`src/rtl/json_nesting_balance_checker_top_defines.svh`:
```
// Assertion macros for the JSON nesting balance checker
`ifndef JSON_NESTING_BALANCE_CHECKER_TOP_DEFINES_SVH
`define JSON_NESTING_BALANCE_CHECKER_TOP_DEFINES_SVH

// same-cycle implication, clocked on aclk, off during reset
`define JNBC_ASSERT_NOW(lbl, ante, cons) \
    lbl: assert property (@(posedge aclk) disable iff (!aresetn) (ante) |-> (cons)) \
        else $error("jnbc assertion failed");

// next-cycle implication, clocked on aclk, off during reset
`define JNBC_ASSERT_NEXT(lbl, ante, cons) \
    lbl: assert property (@(posedge aclk) disable iff (!aresetn) (ante) |=> (cons)) \
        else $error("jnbc assertion failed");

`endif

```
`src/rtl/jnbc_pkg.sv`:
```
// Shared constants for the JSON nesting balance checker
package jnbc_pkg;

    localparam int unsigned MAX_DEPTH = 255;
    localparam int unsigned DEPTH_W   = $clog2(MAX_DEPTH + 1);

    localparam int unsigned BYTE_W    = 8;
    localparam int unsigned M_DATA_W  = 8;

    localparam logic [BYTE_W-1:0] CH_LBRACE = 8'h7B;
    localparam logic [BYTE_W-1:0] CH_RBRACE = 8'h7D;
    localparam logic [BYTE_W-1:0] CH_LBRACK = 8'h5B;
    localparam logic [BYTE_W-1:0] CH_RBRACK = 8'h5D;
    localparam logic [BYTE_W-1:0] CH_QUOTE  = 8'h22;
    localparam logic [BYTE_W-1:0] CH_BSLASH = 8'h5C;
    localparam logic [BYTE_W-1:0] CH_SPACE  = 8'h20;
    localparam logic [BYTE_W-1:0] CH_TAB    = 8'h09;
    localparam logic [BYTE_W-1:0] CH_CR     = 8'h0D;
    localparam logic [BYTE_W-1:0] CH_LF     = 8'h0A;

    typedef logic [DEPTH_W-1:0] depth_t;

endpackage

```
`src/rtl/json_nesting_balance_checker_top.sv`:
```
// A last byte passes the input register and the state update; its verdict is then
// held in the verdict register on m_tvalid/m_tdata. Throughput: one byte per cycle
// unless a held verdict stalls a following last byte; other bytes keep flowing.
// Reset: aresetn synchronous, active low; clears the text state and both valid flags.
// Each text produces exactly one verdict transaction, on its last byte.
`include "json_nesting_balance_checker_top_defines.svh"

module json_nesting_balance_checker_top (
    input  logic                           aclk,
    input  logic                           aresetn,
    input  logic                           s_tvalid,
    output logic                           s_tready,
    input  logic [jnbc_pkg::BYTE_W-1:0]    s_tdata,   // [7:0] text_byte
    input  logic                           s_tlast,   // is_last
    output logic                           m_tvalid,
    input  logic                           m_tready,
    output logic [jnbc_pkg::M_DATA_W-1:0]  m_tdata    // [0] balanced, [7:1] zero
);
    import jnbc_pkg::*;

    localparam depth_t DEPTH_MAX = DEPTH_W'(MAX_DEPTH);

    // input register
    logic              in_valid_reg;
    logic [BYTE_W-1:0] in_byte_reg;
    logic              in_last_reg;

    // text state
    logic   at_start_reg,  at_start_next;
    depth_t brace_depth_reg, brace_depth_next;
    depth_t bracket_depth_reg, bracket_depth_next;
    logic   in_quoted_reg, in_quoted_next;
    logic   escape_reg,    escape_next;
    logic   root_done_reg, root_done_next;
    logic   failed_reg,    failed_next;

    // verdict register
    logic   m_valid_reg;
    logic   balanced_reg;

    logic   proc_fire;
    logic   text_end;
    logic   verdict;
    logic   go;
    logic   is_ws;

    assign proc_fire = in_valid_reg && (!in_last_reg || !m_valid_reg || m_tready);
    assign text_end  = proc_fire && in_last_reg;
    assign s_tready  = !in_valid_reg || proc_fire;
    assign m_tvalid  = m_valid_reg;
    assign m_tdata   = {{(M_DATA_W-1){1'b0}}, balanced_reg};

    assign is_ws = (in_byte_reg == CH_SPACE) || (in_byte_reg == CH_TAB) ||
                   (in_byte_reg == CH_CR)    || (in_byte_reg == CH_LF);

    always_comb begin
        at_start_next      = at_start_reg;
        brace_depth_next   = brace_depth_reg;
        bracket_depth_next = bracket_depth_reg;
        in_quoted_next     = in_quoted_reg;
        escape_next        = escape_reg;
        root_done_next     = root_done_reg;
        failed_next        = failed_reg;
        go                 = 1'b1;

        if (at_start_reg) begin
            at_start_next = 1'b0;
            if (in_byte_reg != CH_LBRACE) begin
                failed_next = 1'b1;
                go          = 1'b0;
            end
        end
        if (go && failed_reg) begin
            go = 1'b0;
        end
        // after the root closes only whitespace may follow
        if (go && root_done_reg) begin
            if (!is_ws) begin
                failed_next = 1'b1;
            end
            go = 1'b0;
        end
        if (go && in_quoted_reg) begin
            if (escape_reg) begin
                escape_next = 1'b0;
            end else if (in_byte_reg == CH_BSLASH) begin
                escape_next = 1'b1;
            end else if (in_byte_reg == CH_QUOTE) begin
                in_quoted_next = 1'b0;
            end
            go = 1'b0;
        end
        if (go && (in_byte_reg == CH_QUOTE)) begin
            in_quoted_next = 1'b1;
            go             = 1'b0;
        end
        if (go) begin
            case (in_byte_reg)
                CH_LBRACE: begin
                    if (brace_depth_reg >= DEPTH_MAX) begin
                        failed_next = 1'b1;
                        go          = 1'b0;
                    end else begin
                        brace_depth_next = brace_depth_reg + 1'b1;
                    end
                end
                CH_RBRACE: begin
                    if (brace_depth_reg == '0) begin
                        failed_next = 1'b1;
                        go          = 1'b0;
                    end else begin
                        brace_depth_next = brace_depth_reg - 1'b1;
                    end
                end
                CH_LBRACK: begin
                    if (bracket_depth_reg >= DEPTH_MAX) begin
                        failed_next = 1'b1;
                        go          = 1'b0;
                    end else begin
                        bracket_depth_next = bracket_depth_reg + 1'b1;
                    end
                end
                CH_RBRACK: begin
                    if (bracket_depth_reg == '0) begin
                        failed_next = 1'b1;
                        go          = 1'b0;
                    end else begin
                        bracket_depth_next = bracket_depth_reg - 1'b1;
                    end
                end
                default: begin
                end
            endcase
            if (go && (brace_depth_next == '0)) begin
                root_done_next = 1'b1;
            end
        end

        verdict = !failed_next && root_done_next && !in_quoted_next && !escape_next &&
                  (brace_depth_next == '0) && (bracket_depth_next == '0);
    end

    always_ff @(posedge aclk) begin
        if (!aresetn) begin
            in_valid_reg <= 1'b0;
        end else if (s_tready) begin
            in_valid_reg <= s_tvalid;
        end
        if (s_tready && s_tvalid) begin
            in_byte_reg <= s_tdata;
            in_last_reg <= s_tlast;
        end
    end

    always_ff @(posedge aclk) begin
        if (!aresetn || (proc_fire && in_last_reg)) begin
            at_start_reg      <= 1'b1;
            brace_depth_reg   <= '0;
            bracket_depth_reg <= '0;
            in_quoted_reg     <= 1'b0;
            escape_reg        <= 1'b0;
            root_done_reg     <= 1'b0;
            failed_reg        <= 1'b0;
        end else if (proc_fire) begin
            at_start_reg      <= at_start_next;
            brace_depth_reg   <= brace_depth_next;
            bracket_depth_reg <= bracket_depth_next;
            in_quoted_reg     <= in_quoted_next;
            escape_reg        <= escape_next;
            root_done_reg     <= root_done_next;
            failed_reg        <= failed_next;
        end
    end

    always_ff @(posedge aclk) begin
        if (!aresetn) begin
            m_valid_reg <= 1'b0;
        end else if (proc_fire && in_last_reg) begin
            m_valid_reg <= 1'b1;
        end else if (m_tready) begin
            m_valid_reg <= 1'b0;
        end
        if (proc_fire && in_last_reg) begin
            balanced_reg <= verdict;
        end
    end

    `JNBC_ASSERT_NOW(a_brace_depth_limit, 1'b1, brace_depth_reg <= DEPTH_MAX)
    `JNBC_ASSERT_NOW(a_bracket_depth_limit, 1'b1, bracket_depth_reg <= DEPTH_MAX)
    `JNBC_ASSERT_NOW(a_escape_in_string, escape_reg, in_quoted_reg)
    `JNBC_ASSERT_NOW(a_root_closed_depth, root_done_reg, brace_depth_reg == '0)
    `JNBC_ASSERT_NEXT(a_text_restart, text_end, at_start_reg && !failed_reg && m_valid_reg)
    `JNBC_ASSERT_NEXT(a_failed_verdict, text_end && failed_reg, m_tvalid && !m_tdata[0])

endmodule

```
`config.mk`:
```
export PLATFORM = sky130hd
export DESIGN_NAME = json_nesting_balance_checker_top
export DESIGN_NICKNAME = d
export VERILOG_FILES = /design/src/rtl/jnbc_pkg.sv /design/src/rtl/json_nesting_balance_checker_top.sv
export VERILOG_INCLUDE_DIRS = /design/src /design/src/rtl
export SDC_FILE = /design/constraint.sdc
export NUM_CORES = 1
export LEC_CHECK = 0
export ABC_CLOCK_PERIOD_IN_PS = 2980
export BUFFER_PORTS_ARGS = -buffer_cell sky130_fd_sc_hd__buf_2
export CAP_MARGIN = 5
export CORE_UTILIZATION = 50
export DETAILED_ROUTE_END_ITERATION = 12
export GPL_ROUTABILITY_DRIVEN = 0
export PLACE_DENSITY = 0.7
export SKIP_LAST_GASP = 1
export SYNTH_ARGS = -nofsm -noshare
export SYNTH_HDL_FRONTEND = slang
export SYNTH_SLANG_ARGS = --single-unit
```
`constraint.sdc`:
```
create_clock -name aclk -period 2.98 [get_ports aclk]
set_input_delay 0.149 -clock aclk [delete_from_list [all_inputs] [get_ports aclk]]
set_output_delay 0.149 -clock aclk [all_outputs]
set_load 0.02 [all_outputs]
```
==> impl_results.rst <==
.. list-table::
   :header-rows: 1

   * - Metric
     - Value
   * - Number of standard-cell rows in the floorplan
     - 26
   * - Max-capacitance violation count
     - 0
   * - Clock edge transition at the registers on the reported setup and hold paths
     - 70 ps
   * - Number of buffers added on ports
     - 15
   * - Proportion of power drawn by combinational gates
     - 0.111
   * - Number of register bits inferred by synthesis
     - 33
   * - Share of the core filled with cells
     - 0.567
   * - Residual overflow from global routing
     - 0
   * - DR WL/cell
     - 17.2 um
   * - Outcome
     - finished clean
   * - RSZ-0062 raised after global routing
     - false
   * - Number of distinct library cell variants in the gate-level netlist after synthesis
     - 70
   * - Worst Tran Pin Value
     - roughly 910 ps
   * - Worst-case clock buffer depth
     - 2
   * - Worst setup SP type
     - flop
   * - CTS tree
     - yes
   * - Number of enable flip-flop cells after synthesis
     - 10
   * - Number of max-slew violations in the final report
     - 0
   * - Global-route wire length before repair
     - ~12 mm
   * - Mean area per synthesized cell
     - between 7 and 8 um^2
   * - Number of iterations in the first detailed-routing pass
     - 7
   * - Cells along the critical path
     - or3_4 -> or4_1 -> and4_4 -> a211oi_2 -> nand3_1 -> nor4_1 -> nor4b_2
   * - Total number of H-tree levels
     - 2
   * - Area delta synth->final
     - 8.42%
   * - Proportion of total power due to net switching
     - 0.263
   * - Overall power
     - roughly 1000 uW
   * - Number of inserted diodes
     - 0
   * - Sink Count
     - 33
   * - Headroom to the max-slew limit
     - 0.392
   * - Clock skew after layout
     - 10.0 ps
   * - Part of the total power dissipated in sequential elements
     - 0.477
   * - Share of layout cells above drive strength 1
     - 0.134
   * - Count of warnings emitted by yosys
     - 0
   * - Die span in y
     - 75.5 um
   * - Highest-count cells in the layout ignoring fill and taps
     - sky130_fd_sc_hd__nor2_1 (23), sky130_fd_sc_hd__dfxtp_1 (23), sky130_fd_sc_hd__nand2_1 (22)
   * - Overall routed net length
     - approximately 7.3 mm
   * - Maximum net fanout on the critical path
     - 12
   * - Io pins
     - 23
   * - Maximum number of pins on one net before global-route repair
     - 22
   * - Post-route clock period utilization
     - 0.957
   * - Critical path's slowest cell
     - sky130_fd_sc_hd__or4_1
   * - Fin. Hold Viols
     - 0
   * - Post-synthesis async set-or-reset flop share
     - 0
   * - # DRC
     - 0
   * - IR drop worst, VDD
     - 0.247 mV
   * - CTS buffer count
     - 5
   * - Violation count after the first detailed-route iteration
     - 341
   * - Worst-case setup margin in the final layout
     - 128 ps
   * - PD cells
     - about 360 nW/um^2
   * - Gate count after technology mapping
     - 344
   * - Total GRT Usage
     - 0.265
   * - P_sw
     - 274 uW
   * - Internal power summed over all cells
     - 767 uW
   * - Fin Setup TNS
     - 0 ps
   * - Fmax
     - 351 MHz
   * - Nature of the critical path endpoint
     - flop
   * - Number of antenna violations at the first check in global routing
     - 0
   * - Delay of the slowest cell on the worst path
     - 630 ps
   * - Insertion delay of the later-clocked pin in the worst-skew pair
     - slightly below 300 ps
   * - Leakage dissipation
     - around 0.00096 uW
   * - Primary FF master, synth
     - sky130_fd_sc_hd__dfxtp_1
   * - Post-detailed-route count of antenna-violating nets
     - 0
   * - Post-Route Hold Slack
     - approximately 32 ps
   * - Clock power frac
     - 0.412
   * - Mapped cell area
     - about 2700 um^2
   * - Master cell of the clock root buffer
     - sky130_fd_sc_hd__clkbuf_8
   * - Total Nets Final
     - between 300 and 400
   * - Critical path start-end classification
     - reg2reg
   * - Core region area
     - between 5000 and 6000 um^2
   * - DIE AREA
     - between 5000 and 6000 um^2
   * - Data arrival time of the critical path
     - 2970 ps
   * - Final period demand of the worst path
     - ~2900 ps
   * - Number of setup violations in the final report
     - 0
   * - Effective utilization at floorplan
     - 0.523
   * - Register area share after synthesis
     - 0.281
   * - Worst setup slack before clock tree synthesis
     - 122 ps
   * - Die width
     - about 76 um
   * - Worst min-delay path class
     - in2reg
   * - Via count of the first global-routing pass
     - approximately 2,400
   * - HPWL after detailed placement
     - about 5.2 mm
   * - Via count
     - 2,840
   * - Worst path required time
     - approximately 3100 ps
   * - Average vias per placed instance
     - around 6.7
==> synthesized netlist by cell type, drive strengths merged, types with 10 or more instances <==
library cell	number	area share
and3	10	0.023
nand2	22	0.031
inv	11	0.015
edfxtp	10	0.11
o21ai	21	0.039
nor3	18	0.033
nand3	15	0.028
buf	18	0.042
dfxtp	23	0.17
a21oi	22	0.042
clkbuf	16	0.022
nor2	23	0.032
==> metrics by stage <==
| stage | std cells | area [um^2] |
|---|---|---|
| 3_3_place_gp | 413 | 2810 |
| 6_report | 421 | 2930 |
| 4_1_cts | 421 | 2920 |
| 5_1_grt | 421 | 2930 |
| 3_5_place_dp | 413 | 2810 |
| 2_1_floorplan | 350 | 2730 |
==> final cells by class <==
| cell class | count | area (um^2) |
|---|---|---|
| clock buffer | 5 | 68.8 |
| tap | 70 | 87.6 |
| timing repair buffer | 27 | 165 |
| fill | 476 | 2240 |
| clock inverter | 3 | 41.3 |
| multi-input combinational | 272 | 1770 |
| sequential | 33 | 761 |
| inverter | 11 | 41.3 |
==> worst max-delay path: cells and delay by family, from the launching register on <==
family          cells  cell delay, ps
compound gates      1             250
simple gates        6            1960
flops               1             470
==> power by group through the flow <==
stage / Sequential, uW / Clock, uW / Combinational [uW]
after floorplan: 496 / 0 / 95.3
after global placement: 506 / 0 / 111
after detailed placement: 506 / 0 / 112
after CTS: 496 / 434 / 113
after global routing: 499 / 448 / 127
final: 496 / 429 / 115
==> kinds of logic (layout without fill, tap and decap cells) <==
| logic type | Yosys count | in the layout | share of synthesized area |
|---|---|---|---|
| flops | 33 | 33 | 0.281 |
| simple gates | 149 | 149 | 0.324 |
| compound gates | 102 | 102 | 0.257 |
| fa+ha+maj | 6 | 6 | 0.0278 |
| other cells | 1 | 7 | 0.00139 |
| buf+inv | 45 | 46 | 0.0796 |
| mux | 6 | 6 | 0.0222 |
| xor+xnor | 2 | 2 | 0.00648 |
==> routing by layer <==
metal	vias up	track usage	part of all wire	routed length, um
li1	1331	-	-	-
met1	1326	0.368	0.42	3070
met2	155	0.412	0.46	3320
met3	28	0.0437	0.091	663
met4	0	0.107	0.028	200
met5	-	0	0	0
==> path summary, 6_finish.rpt <==
kind	from	endpoint	slack (ps)	cells after the start
worst min register to register	at_start_reg$_SDFFE_PP1P_	at_start_reg$_SDFFE_PP1P_	480	1
worst max register to register	in_byte_reg[4]$_DFFE_PP_	balanced_reg$_DFFE_PP_	130	7
worst min-delay path	s_tdata[5]	in_byte_reg[5]$_DFFE_PP_	30	1
worst max-delay path	in_byte_reg[4]$_DFFE_PP_	balanced_reg$_DFFE_PP_	130	7
==> timing repair <==
item / CTS / global route
buffers inserted: 0 / 0
hold buffers: 0 / 0
gates resized for setup: 0 / 6
endpoints found under the setup margin: 0 / 1
Power figures use the tool's default switching activity.
